**config.mk**
```make
export PLATFORM = sky130hd
export DESIGN_NAME = fcsc_back
export DESIGN_NICKNAME = d
export VERILOG_FILES = /design/src/fcsc_pkg.sv /design/src/fcsc_back.sv
export VERILOG_INCLUDE_DIRS = /design/src /design/src/src
export SDC_FILE = /design/constraint.sdc
export NUM_CORES = 1
export LEC_CHECK = 0
export BUFFER_PORTS_ARGS = -buffer_cell sky130_fd_sc_hd__buf_2
export CAP_MARGIN = 40
export CORE_MARGIN = 2
export CORE_UTILIZATION = 45
export CTS_BUF_LIST = sky130_fd_sc_hd__clkbuf_16
export CTS_CLUSTER_DIAMETER = 200
export DETAILED_ROUTE_END_ITERATION = 10
export HOLD_SLACK_MARGIN = 0.08
export SYNTH_ARGS = -nofsm -noshare
export SYNTH_HDL_FRONTEND = slang
export SYNTH_SLANG_ARGS = --single-unit
```
**constraint.sdc**
```tcl
create_clock -name i_clk -period 11.6 [get_ports i_clk]
set_input_delay 1.74 -clock i_clk [delete_from_list [all_inputs] [get_ports i_clk]]
set_output_delay 1.74 -clock i_clk [all_outputs]
set_load 0.005 [all_outputs]
```
**src/assert_macros.svh**
```systemverilog
// assertion macros shared by the rtl modules
`ifndef ASSERT_MACROS_SVH
`define ASSERT_MACROS_SVH
`ifndef SYNTHESIS
// property that must hold at every clock edge outside reset
`define ASSERT_ALWAYS(lbl, clk, rst_n, prop, msg) \
    lbl: assert property (@(posedge clk) disable iff (!rst_n) (prop)) else $error(msg);
// antecedent in this cycle implies consequent in the same cycle
`define ASSERT_IMPL(lbl, clk, rst_n, ante, cons, msg) \
    lbl: assert property (@(posedge clk) disable iff (!rst_n) (ante) |-> (cons)) else $error(msg);
// antecedent in this cycle implies consequent in the next cycle
`define ASSERT_NEXT(lbl, clk, rst_n, ante, cons, msg) \
    lbl: assert property (@(posedge clk) disable iff (!rst_n) (ante) |=> (cons)) else $error(msg);
`else
`define ASSERT_ALWAYS(lbl, clk, rst_n, prop, msg)
`define ASSERT_IMPL(lbl, clk, rst_n, ante, cons, msg)
`define ASSERT_NEXT(lbl, clk, rst_n, ante, cons, msg)
`endif
`endif

```
**src/fcsc_pkg.sv**
```systemverilog
// types, codes and sizes shared by the filter clause syntax checker
package fcsc_pkg;

    localparam int STACK_DEPTH = 16;
    localparam int LVL_W       = $clog2(STACK_DEPTH + 1);
    localparam int QUEUE_DEPTH = 2;
    localparam int QPTR_W      = $clog2(QUEUE_DEPTH);
    localparam int QCNT_W      = $clog2(QUEUE_DEPTH + 1);

    typedef logic [1:0] t_sym;
    localparam t_sym SYM_LEFT = 2'd1;
    localparam t_sym SYM_OPT  = 2'd2;
    localparam t_sym SYM_EXPR = 2'd3;
    localparam t_sym SYM_PAD  = 2'd0;

    typedef logic [2:0] t_tok;
    localparam t_tok TOK_OPEN    = 3'd0;
    localparam t_tok TOK_CLOSE   = 3'd1;
    localparam t_tok TOK_ANDOR   = 3'd2;
    localparam t_tok TOK_COMPARE = 3'd3;
    localparam t_tok TOK_LIKE    = 3'd4;

    typedef enum logic [3:0] {
        ST_OK           = 4'd0,
        ST_NO_OPEN      = 4'd1,
        ST_BEFORE_CLOSE = 4'd2,
        ST_OPERATOR     = 4'd3,
        ST_LEFT         = 4'd4,
        ST_RIGHT        = 4'd5,
        ST_LIKE_LEFT    = 4'd6,
        ST_LIKE_RIGHT   = 4'd7,
        ST_TOKEN        = 4'd8,
        ST_MISSING      = 4'd9,
        ST_OVERFLOW     = 4'd10
    } t_status;

    typedef enum logic [2:0] {
        OP_OPEN  = 3'd0,
        OP_CLOSE = 3'd1,
        OP_ANDOR = 3'd2,
        OP_FOLD  = 3'd3,
        OP_FAIL  = 3'd4
    } t_cmd_op;

    typedef struct packed {
        t_cmd_op op;
        t_status err;
        logic    last;
    } t_cmd;

endpackage

```
**src/fcsc_back.sv**
```systemverilog
// symbol stack engine with error latch and status output register
`include "assert_macros.svh"
module fcsc_back
    import fcsc_pkg::*;
(
    input  logic    i_clk,
    input  logic    i_rst_n,
    input  logic    i_cmd_valid,
    input  t_cmd    i_cmd,
    output logic    o_cmd_take,
    output logic    o_out_valid,
    input  logic    i_out_ready,
    output t_status o_status
);

    t_sym             r_stack [STACK_DEPTH];
    logic [LVL_W-1:0] r_level;
    t_status          r_err;
    logic             r_out_valid;
    t_status          r_status;

    t_sym             n_stack [STACK_DEPTH];
    logic [LVL_W-1:0] n_level;
    t_status          n_err;
    logic             n_out_valid;
    t_status          n_status;

    t_sym             w_ext [STACK_DEPTH + 4];
    t_sym             w_up  [STACK_DEPTH];
    logic [2:0]       w_pops;
    logic             w_push;
    t_sym             w_push_val;
    t_status          w_tok_err;
    logic             w_take;
    logic             w_fold4;

    assign w_take      = i_cmd_valid && (!i_cmd.last || !r_out_valid || i_out_ready);
    assign o_cmd_take  = w_take;
    assign o_out_valid = r_out_valid;
    assign o_status    = r_status;

    // "expr op" sitting right under the top pair
    assign w_fold4 = (r_level > LVL_W'(3)) && (r_stack[2] == SYM_OPT)
                     && (r_stack[3] == SYM_EXPR);

    always_comb begin
        w_pops     = 3'd0;
        w_push     = 1'b0;
        w_push_val = SYM_EXPR;
        w_tok_err  = ST_OK;
        case (i_cmd.op)
            OP_OPEN: begin
                w_push     = 1'b1;
                w_push_val = SYM_LEFT;
            end
            OP_CLOSE: begin
                if (r_level < LVL_W'(2)) begin
                    w_tok_err = ST_NO_OPEN;
                end else if (r_stack[0] != SYM_EXPR || r_stack[1] != SYM_LEFT) begin
                    w_tok_err = ST_BEFORE_CLOSE;
                end else begin
                    w_pops = w_fold4 ? 3'd4 : 3'd2;
                    w_push = 1'b1;
                end
            end
            OP_ANDOR: begin
                if (r_level == '0 || r_stack[0] != SYM_EXPR) begin
                    w_tok_err = ST_OPERATOR;
                end else begin
                    w_push     = 1'b1;
                    w_push_val = SYM_OPT;
                end
            end
            OP_FOLD: begin
                w_push = 1'b1;
                if (r_level != '0 && r_stack[0] == SYM_OPT) begin
                    if (r_level == LVL_W'(1)) begin
                        w_pops = 3'd1;
                    end else begin
                        w_pops = w_fold4 ? 3'd4 : 3'd2;
                    end
                end
            end
            OP_FAIL: begin
                w_tok_err = i_cmd.err;
            end
            default: begin
                w_tok_err = ST_TOKEN;
            end
        endcase
        if (w_push && w_pops == 3'd0 && r_level == LVL_W'(STACK_DEPTH)) begin
            w_push    = 1'b0;
            w_tok_err = ST_OVERFLOW;
        end
    end

    always_comb begin
        for (int i = 0; i < STACK_DEPTH + 4; i++) begin
            w_ext[i] = (i < STACK_DEPTH) ? r_stack[i % STACK_DEPTH] : SYM_PAD;
        end
        for (int i = 0; i < STACK_DEPTH; i++) begin
            case (w_pops)
                3'd1:    w_up[i] = w_ext[i + 1];
                3'd2:    w_up[i] = w_ext[i + 2];
                3'd4:    w_up[i] = w_ext[i + 4];
                default: w_up[i] = w_ext[i];
            endcase
        end
    end

    always_comb begin
        n_level     = r_level;
        n_err       = r_err;
        n_out_valid = r_out_valid && !i_out_ready;
        n_status    = r_status;
        for (int i = 0; i < STACK_DEPTH; i++) begin
            n_stack[i] = r_stack[i];
        end
        if (w_take && r_err == ST_OK) begin
            n_err   = w_tok_err;
            n_level = r_level - LVL_W'(w_pops) + LVL_W'(w_push);
            if (w_tok_err == ST_OK) begin
                for (int i = 0; i < STACK_DEPTH; i++) begin
                    if (w_push) begin
                        n_stack[i] = (i == 0) ? w_push_val : w_up[(i + STACK_DEPTH - 1) % STACK_DEPTH];
                    end else begin
                        n_stack[i] = w_up[i];
                    end
                end
            end
        end
        if (w_take && i_cmd.last) begin
            n_out_valid = 1'b1;
            if (n_err != ST_OK) begin
                n_status = n_err;
            end else if (n_level == LVL_W'(1) && n_stack[0] == SYM_EXPR) begin
                n_status = ST_OK;
            end else begin
                n_status = ST_MISSING;
            end
            n_level = '0;
            n_err   = ST_OK;
        end
    end

    always_ff @(posedge i_clk) begin
        if (!i_rst_n) begin
            r_level     <= '0;
            r_err       <= ST_OK;
            r_out_valid <= 1'b0;
        end else begin
            r_level     <= n_level;
            r_err       <= n_err;
            r_out_valid <= n_out_valid;
        end
    end

    always_ff @(posedge i_clk) begin
        r_status <= n_status;
        for (int i = 0; i < STACK_DEPTH; i++) begin
            r_stack[i] <= n_stack[i];
        end
    end

    `ASSERT_ALWAYS(a_bk_level_range, i_clk, i_rst_n, r_level <= LVL_W'(STACK_DEPTH), "stack level beyond depth")
    `ASSERT_NEXT(a_bk_clear_on_last, i_clk, i_rst_n, w_take && i_cmd.last, r_level == '0 && r_err == ST_OK && r_out_valid, "clause state not cleared after last token")
    `ASSERT_NEXT(a_bk_err_held, i_clk, i_rst_n, r_err != ST_OK && !(w_take && i_cmd.last), r_err == $past(r_err), "latched error changed before last token")

endmodule

```
Yosys cells after proc, flatten, opt, wreduce, memory -nomap -nowiden
Memories as Yosys holds them, arrays and structs flattened.
Cells that the tools add are included.
Storage, ports and cells
  word-level logic and storage cells: 111
  output and inout bits: 6
  input bits: 12
  memories: 1
  register bits after elaboration: 14
  memory bits (writable): 32
Memories
  r_stack: words 16, width 2, rd ports 16, clocked after memory_dff 0, write ports 16, RTL line fcsc_back.sv:16  | t_sym r_stack [STACK_DEPTH];
Operators by class
  $add $sub $neg: 2
  muxes and demuxes: 57
  magnitude comparators: 2
  reductions and logical operators: 28
  bitwise operators: 1
  equality and inequality tests: 16
Operator list (count)
  one-hot mux 2 bit (3 select lines): 14
  two-way mux 32 bit: 2
  two-way mux 2 bit: 20
  two-way mux 4 bit: 4
  one-hot mux 4 bit (4 select lines): 1
  two-way mux 3 bit: 5
  == test 5 x 1 -> 1 bit (second input constant): 2
  logical AND 1 bit: 10
  == test 3 x 2 -> 1 bit (second input constant): 3
  == test 2 bit (second input constant): 4
  zero test 4 bit: 2
  one-hot mux 2 bit (2 select lines): 2
  == test 3 x 1 -> 1 bit (second input constant): 2
  == test 3 bit (second input constant): 2
  zero test 3 bit: 2
  two-way mux 1 bit: 6
  one-hot mux 3 bit (2 select lines): 1
  OR reduction 2 bit: 3
  adder 5 x 1 -> 5 bit: 1
  == test 5 bit (second input constant): 1
  greater-than comparator 5 x 2 -> 1 bit (second input constant): 1
  zero test 5 bit: 1
  less-than comparator 5 x 2 -> 1 bit (second input constant): 1
  two-way mux 5 bit: 1
  other kinds (10): 15

Depth between registers and ports, before layout
Gate-level depths: netlist of run 1.
An unclocked memory read counts as a cell.
  depth after elaboration: 19
  gate-level depth with buffers: 21
  gate-level depth less buffers: 20

Worst setup path after synthesis of run 1
Ideal clock, no wire load.
  path type: input-to-reg
  start: in i_cmd[5] (netlist bit)
  end: reg r_status[3], in the netlist o_status[3] (data pin)
  stages on the path: 20
  data arrival time: 4.947 ns
  path slack: 6.473 ns
  data required time: 11.420 ns
  setup time: 0.180 ns
  cells stage by stage: buf_6 > nand4bb_1 > o211ai_1 > o211ai_2 > a21oi_4 > clkinv_1 > clkbuf_1 > ha_1 > inv_1 > ha_1 > inv_1 > fa_1 > inv_1 > a21o_1 > a21oi_1 > xnor2_1 > nand4_1 > o31ai_1 > and3_1 > o41ai_2
Between the ends
  longest elaborated chain between the ends: 13
  elaborated cells between the ends (all ways): 33
Ends and longest elaborated chain
  start, declared: RTL line fcsc_back.sv:9  | input t_cmd i_cmd,
  parallel branches: the longest is 12 deep, another holds subtractor 5 x 3 -> 5 bit
  two-way mux 4 bit (*): RTL line fcsc_back.sv:134  | if (n_err != ST_OK) begin
  end signal, assigned: RTL line fcsc_back.sv:159  | r_status <= n_status;
  end, declared: RTL line fcsc_back.sv:20  | t_status r_status;
Every way passes the cells marked *.
A chain may end at the register's enable or synchronous reset.

Worst setup path after layout of run 1
  start: in i_cmd[7] (netlist bit)
  end: reg r_status[3], in the netlist o_status[3] (data pin)
Same word-level chain as after synthesis.

==> impl_results.md, run 1 <==
* Yosys warning count at 0
* Vias per cell at 5.65
* Setup tns final at 0 ns
* Max VDD drop at 76.4 uV
* Core area at 6830 sq um
* P_int at 0.307 mW
* Most frequent CP cell: inv_1
* Finished Core Util at 51.5%
* Status: finished clean
* Placed instance count at 456
* Die area at 7790 sq um
* Post-route setup slack at 6.35 ns
* Commonest non-fill, non-tap cell in the layout: nor2_1
* Antenna-violating nets left at 0
* CTS tree: done
* Crit path cell chain: buf_2 > nand4bb_1 > o211ai_1 > o211ai_2 > a21oi_4 > buf_4 > clkinv_1 > ha_1 > inv_1 > ha_1 > inv_1 > fa_1 > inv_1 > a21o_1 > a21oi_1 > xnor2_1 > nand4_1 > o31ai_1 > and3_1 > o41ai_2
* CTS root buf: clkbuf_16
* Mapped Nets at 378
* Final setup viols at 0
* Post-CTS setup buffers at 0
* Area grow syn2layout at 10.1%
* Sequential-to-total area share from yosys stat at 39.5%
* Cell area after synthesis at 3190 sq um
* Clock Latency Late Sink at 0.29 ns
* Gr usage total at 19.0%
* Final min period at 5.25 ns
* GRT met1 Usage at 28.6%
* Row count at 30
* Max clock buf depth at 2
* First-pass DRT Iterations at 4
* RSZ-0062 raised after global routing: false
* Yosys reg bits at 46
* HP Class: reg -> reg
* Initial Utilization at 46.8%
* Rel. slew slack at 55.6%
* Antenna Cells at 0
* Buf/Inv on CP at 6
* PortBufs at 17
* Die W at 88.3 um
* Sw Pwr at 0.122 mW
* Fin. Hold Viols at 0
* CP endpoint kind: flip-flop
* Startpoint Class: input pin
* H-tree Lvls at 2
* Crit path required time at 11.71 ns
* Vias in the first global route at 2451
* Non-Filler Instances at 464
* Final #Nets at 389
* Pin count of the biggest net entering global routing at 33
* Synth Area per Inst at 8.97 sq um
* FFs w/ async S/R, synth at 0%
* Final wirelength at 6820 um
* R2R Setup Slk at 7.33 ns
* Cts bufs inserted at 5
* Crit Path Category: in -> reg
* WP data arrival at 5.36 ns
* Delay-heaviest family, CP: compound AO/OA/AOI/OAI gates
* Cells after Synth at 356
* Fmax at 190 MHz
* Critical Path Max Stage Delay at 0.40 ns
* Gpl congestion at 0.837
* Cts hold-fix bufs at 0
* IO Count at 18
* Pwr Total at 0.429 mW
* Combinational power share at 19.8%
* Avg WL per Cell at 14.7 um
* Clk pwr share at 32.5%
* Grt total ovfl at 0
* Grt peak-use layer: met1
* Initial antenna violation count at 0
* Max-Cap Viols at 0
* DRC viols at 0
* Seq pwr share at 47.7%
* Net Sw Frac at 28.5%
* Die H at 88.3 um
* Final worst-path cycle share at 45.3%
* M2 GR Usage at 28.0%
* Main synth FF type: edfxtp_1
* Clock slew at reported path FFs at 0.06 ns
* Post-synth EDFFs at 34
* Most frequent cells in the layout: nor2_1 (88), edfxtp_1 (34), mux2i_1 (30)
* 1st-iter DRT viols at 228
* CP max-delay cell: fa_1
* Via Count at 2622
* First-pass GRT wire length at 11800 um
* Final Max Tran Viols at 0
* DP HPWL at 4770 um
* Netlist cell types at 58
* Leak at 1.53 nW
* Clock skew at 0.00759 ns
* CTS Sinks at 46
* Met3 Use GR at 3.17%
* Slew @ Worst Pin at 0.665 ns
* Post_cts resized at 0
* Worst-path fanout max at 26
* Power per cell area at 122 nW/um^2
* Dpl ws at 6.09 ns
* Layout cells sized above 1 at 12.5%
worst reg2reg max path, stage by stage, from the launching register on:
cell	delay, ns
dfxtp_1	0.43
inv_1	0.12
ha_1	0.29
a2111oi_4	0.46
inv_1	0.14
a21oi_4	0.13
buf_4	0.31
clkinv_1	0.16
ha_1	0.29
inv_1	0.06
ha_1	0.15
inv_1	0.05
fa_1	0.40
inv_1	0.07
a21o_1	0.11
a21oi_1	0.07
xnor2_1	0.14
nand4_1	0.11
o31ai_1	0.09
and3_1	0.20
o41ai_2	0.30
per-stage QoR:
stage	instance area, sq um	hold WS (ns)
3_5_place_dp	3370	0.503
6_report	3520	0.514
2_1_floorplan	3190	0.467
3_3_place_gp	3340	0.492
5_1_grt	3520	0.538
4_1_cts	3520	0.521
state kept, by name, indices dropped and copies added, names as in the netlist:
signal / flops
r_level: 5
o_out_valid: 1
o_status: 4
r_err: 4
r_stack: 32
power groups by stage:
stage | Clock (mW) | Sequential [mW] | Combinational, mW
after global routing | 0.150 | 0.205 | 0.0964
final | 0.139 | 0.204 | 0.0848
after floorplan | 0 | 0.204 | 0.0658
after detailed placement | 0 | 0.207 | 0.0851
after CTS | 0.144 | 0.204 | 0.0855
after global placement | 0 | 0.208 | 0.0828
metal layers:
| layer | up-vias | wire length, um |
|---|---|---|
| met3 | 7 | 185 |
| met1 | 1257 | 3520 |
| met5 | - | 0 |
| met4 | 0 | 74 |
| li1 | 1321 | - |
| met2 | 37 | 3040 |
cell type report:
| type | count | area [sq um] |
|---|---|---|
| Fill cell | 670 | 3310 |
| Sequential cell | 46 | 1260 |
| Clock inverter | 3 | 17.5 |
| Clock buffer | 5 | 125 |
| Timing Repair Buffer | 24 | 161 |
| Tap cell | 96 | 120 |
| Inverter | 20 | 75.1 |
| Multi-Input combinational cell | 270 | 1760 |
cells in the mapped netlist (2+ instances only):
cell type	count	area (sq um)
nand3_1	2	10.0
nand2_1	11	41.3
xor2_1	2	17.5
nand4_1	3	18.8
ha_1	9	113
dfxtp_1	12	240
a21o_1	2	15.0
a21oi_1	14	70.1
and3_1	3	18.8
clkbuf_1	12	45.0
mux2i_1	30	300
nand2b_1	5	31.3
clkbuf_8	2	27.5
nor2b_1	2	12.5
nor2_1	89	334
o21ai_0	27	135
inv_1	19	71.3
a222oi_1	4	40.0
nand4b_1	2	17.5
edfxtp_1	34	1020
a211oi_1	2	15.0
o31ai_1	2	15.0
a31oi_1	2	12.5
nand3b_1	3	22.5
nor4_1	4	25.0
a22oi_1	24	180
buf_2	3	15.0
a41oi_1	2	17.5
kinds of logic (layout without fill, tap and decap cells):
kind of cell / Yosys count / count (layout) / share of synthesized area [%]
simple gates: 134 / 134 / 19.5
compound gates: 93 / 93 / 20.8
flops: 46 / 46 / 39.5
buf+inv: 40 / 52 / 5.80
mux: 30 / 30 / 9.40
fa+ha+maj: 10 / 10 / 4.15
xor+xnor: 3 / 3 / 0.823
final timing paths:
kind / start / to / cells past startpoint
min reg2reg: r_err[0] / r_err[0] / 2
min: r_err[0] / r_err[0] / 2
max reg2reg: r_level[3] / o_status[3] / 20
max: i_cmd[7] / o_status[3] / 20
No activity file was read; power rests on OpenSTA's default activity.
==> inputs of run 2 (changes only) <==
ABC_AREA = 1   (was default)
clock period = 4.6 ns   (was 11.6 ns; I/O delays follow)
==> impl_results.md, run 2 <==
* Worst-path fanout max at 27 (was 26)
* Cts bufs inserted at 5 (unchanged)
* Yosys warning count at 0 (unchanged)
* Commonest non-fill, non-tap cell in the layout: inv_1 (was nor2_1)
* CTS root buf: clkbuf_16 (unchanged)
* Initial Utilization at 46.2% (was 46.8%)
* Mux share of post-synthesis cell area at 0% (was 9.40%)
* Setup tns final at 0 ns (unchanged)
* Slew @ Worst Pin at 0.667 ns (was 0.665 ns)
* Clock slew at reported path FFs at 0.06 ns (about the same)
* Startpoint Class: flip-flop (was input pin)
* Gpl congestion at 0.818 (was 0.837)
* Row count at 30 (unchanged)
* HP Class: reg -> reg (unchanged)
* Final worst-path cycle share at 78.5%
* Clock skew at 0.00604 ns (was 0.00759 ns)
* Pin count of the biggest net entering global routing at 37 (was 33)
* Synth Area in Adders at 4.25% (was 4.15%)
* R2R depth at 17 (was 20)
* Netlist cell types at 32 (was 58)
* Power per cell area at 353 nW/um^2 (was 122 nW/um^2)
* Die H at 87.3 um (was 88.3 um)
* 1st-iter DRT viols at 256 (was 228)
* IO Count at 18 (unchanged)
* Hold Path Depth at 2 (unchanged)
* R2R Setup Slk at 0.99 ns (was 7.33 ns)
* Critical Path Max Stage Delay at 0.46 ns (was 0.40 ns)
* Via Count at 2815 (was 2622)
* Fillers at 674 (was 670)
* CP endpoint kind: flip-flop (unchanged)
* Area grow syn2layout at 8.66% (was 10.1%)
* Fmax at 277 MHz
* Antenna Cells at 0 (unchanged)
* Vias per cell at 5.64 (was 5.65)
* Sequential-to-total area share from yosys stat at 40.4% (was 39.5%)
* Cts hold-fix bufs at 0 (unchanged)
* DRC viols at 0 (unchanged)
* XOR/XNOR Fraction of Synth Area at 0.842% (was 0.823%)
* Clock Latency Late Sink at 0.28 ns (was 0.29 ns)
* Largest register by flop count: r_stack (unchanged)
* Placed instance count at 491 (was 456)
* First-pass DRT Iterations at 6 (was 4)
* Post_cts resized at 0 (unchanged)
* Die area at 7620 sq um (was 7790 sq um)
* Worst r2r src: r_level[4] (was r_level[3])
* Reg2reg end: o_status[0] (was o_status[3])
* Vias in the first global route at 2440 (was 2451)
* Post-synth EDFFs at 34 (unchanged)
* Final setup viols at 0 (unchanged)
* Crit Path Category: reg -> reg (was in -> reg)
* Worst Hold Endpoint: r_err[0] (unchanged)
* Most frequent cells in the layout: inv_1 (64), nand2_1 (58), o22ai_1 (47) (was nor2_1 (88), edfxtp_1 (34), mux2i_1 (30))
* PortBufs at 17 (unchanged)
* Top-count cell post-synth: inv_1 (was nor2_1)
* RSZ-0062 raised after global routing: false (unchanged)
* Crit path cell chain: inv_1 > ha_1 > o21ai_1 > nand2_1 > nand3_2 > o21ai_4 > nand2_2 > ha_1 > inv_1 > fa_1 > xnor2_1 > o21ai_0 > nand4_1 > nor2_1 > nand3_2 > nand2_2 > nand2_1 (was buf_2 > nand4bb_1 > o211ai_1 > o211ai_2 > a21oi_4 > buf_4 > clkinv_1 > ha_1 > inv_1 > ha_1 > inv_1 > fa_1 > inv_1 > a21o_1 > a21oi_1 > xnor2_1 > nand4_1 > o31ai_1 > and3_1 > o41ai_2)
* Mapped Nets at 427 (was 378)
* Synth top cells by count: inv_1 (64), nand2_1 (58), o22ai_1 (47) (was nor2_1 (89), edfxtp_1 (34), mux2i_1 (30))
* Simple-gate area share of the yosys netlist at 21.9% (was 19.5%)
* Storage cell area at 1260 sq um (unchanged)
* First-pass GRT wire length at 11700 um (was 11800 um)
* Synth Area per Inst at 7.71 sq um (was 8.97 sq um)
* Max clock buf depth at 2 (unchanged)
* Core area at 6760 sq um (was 6830 sq um)
* Synth area leaders: edfxtp_1 (33%), o22ai_1 (9.4%), dfxtp_1 (7.7%) (was edfxtp_1 (32%), nor2_1 (10%), mux2i_1 (9.4%))
* Final Max Tran Viols at 0 (unchanged)
* Final wirelength at 6820 um (about the same)
* Regs by FF count: r_stack (32), r_level (5) (unchanged)
* Largest family of logic cells by synthesized area: simple AND/OR/NAND/NOR gates (was compound AO/OA/AOI/OAI gates)
* Top cell type's share of synthesized area at 32.7% (was 32.0%)
* Gr usage total at 19.1% (was 19.0%)
* FFs w/ async S/R, synth at 0% (unchanged)
* Yosys reg bits at 46 (unchanged)
* Grt total ovfl at 0 (unchanged)
* WP data arrival at 3.64 ns (was 5.36 ns)
* CTS tree: done (unchanged)
* CP max-delay cell: fa_1 (unchanged)
* Avg WL per Cell at 13.7 um (was 14.7 um)
* Crit path required time at 4.63 ns (was 11.71 ns)
* DP HPWL at 4950 um (was 4770 um)
* HP Start: r_err[0] (unchanged)
* Max-Cap Viols at 0 (unchanged)
* CTS Sinks at 46 (unchanged)
* Main synth FF type: edfxtp_1 (unchanged)
* Final min period at 3.61 ns
* Status: finished clean (unchanged)
* Cells after Synth at 405 (was 356)
* Die W at 87.3 um (was 88.3 um)
* Non-Filler Instances at 499 (was 464)
* Initial antenna violation count at 0 (unchanged)
* Layout cells sized above 1 at 13.1% (was 12.5%)
* Synth Area in Compound Gates at 21.8% (was 20.8%)
* Area of the multi-input gates at 1520 sq um (was 1760 sq um)
* Cell area after synthesis at 3120 sq um (was 3190 sq um)
* Post-CTS setup buffers at 0 (unchanged)
* Antenna-violating nets left at 0 (unchanged)
* Fin. Hold Viols at 0 (unchanged)
* Post-synth top area cell: edfxtp_1 (unchanged)
* Max VDD drop at 172 uV (was 76.4 uV)
* Number of flip-flops in the largest register at 32 (unchanged)
* Leak at 1.52 nW (was 1.53 nW)
* Final #Nets at 440 (was 389)
* Rel. slew slack at 55.5% (was 55.6%)
* H-tree Lvls at 2 (unchanged)
## run 2: area by class of cell
type	instances	share of cell area, %
multi-input cells	277	44.9
flip-flops and latches	46	37.2
clock buffers	5	3.69
inverters	68	7.52
clock inverters	3	0.332
repair buffers	20	3.39
well taps	80	2.95
## run 2: routing by layer
metal	GRT usage, %	share of wire (%)	vias to the layer above
li1	-	-	1418
met1	29.9	50	1290
met2	27.9	43	103
met3	3.03	6.0	4
met4	3.36	0.60	0
met5	0	0	-
## run 2: report_power, final
part / leakage, nW / internal [mW] / switching [mW] / total [mW]
clock network: 0.0663 / 0.196 / 0.141 / 0.337
registers: 0.413 / 0.502 / 0.0254 / 0.527
logic: 1.04 / 0.115 / 0.218 / 0.333
total: 1.52 / 0.812 / 0.385 / 1.20
## run 2: how the worst max path moves through the flow
stage                     startpoint     endpoint  slack (ns)  cells past startpoint
after floorplan             i_cmd[7]  o_status[0]        1.25                     22
after global placement      i_cmd[7]  o_status[0]        0.92                     18
after detailed placement    i_cmd[7]  o_status[0]        0.79                     17
after CTS                 r_level[4]  o_status[0]        1.03                     17
after global routing      r_level[4]  o_status[3]        0.72                     18
final                     r_level[4]  o_status[0]        0.99                     17
## run 2: kinds of logic after synthesis
logic type                 count (synthesis)
and+or+nand+nor                          145
AOI/OAI and AO/OA                        119
buffers and inverters                     82
DFF                                       46
adders and majority gates                 10
xor gates and xnor gates                   3
## run 2: stage by stage
| step | instance area (sq um) | total power, mW | setup slack, ns | hold WS, ns | utilization (%) |
|---|---|---|---|---|---|
| after floorplan | 3120 | 0.788 | 1.25 | 0.449 | - |
| after global placement | 3240 | 0.861 | 0.921 | 0.475 | 48.0 |
| after detailed placement | 3260 | 0.866 | 0.794 | 0.491 | 48.2 |
| after CTS | 3390 | 1.20 | 1.03 | 0.505 | 50.2 |
| after global routing | 3390 | 1.28 | 0.716 | 0.545 | 50.2 |
| final | 3390 | 1.20 | 0.990 | 0.499 | 50.2 |
## run 2: worst max-delay path, delay by kind of cell, from the launching register on
kind | cells | cell delay (ns)
xor+xnor | 1 | 0.14
fa+ha+maj | 3 | 1.11
simple gates | 8 | 1.09
flops | 1 | 0.30
buf+inv | 2 | 0.25
compound gates | 3 | 0.48
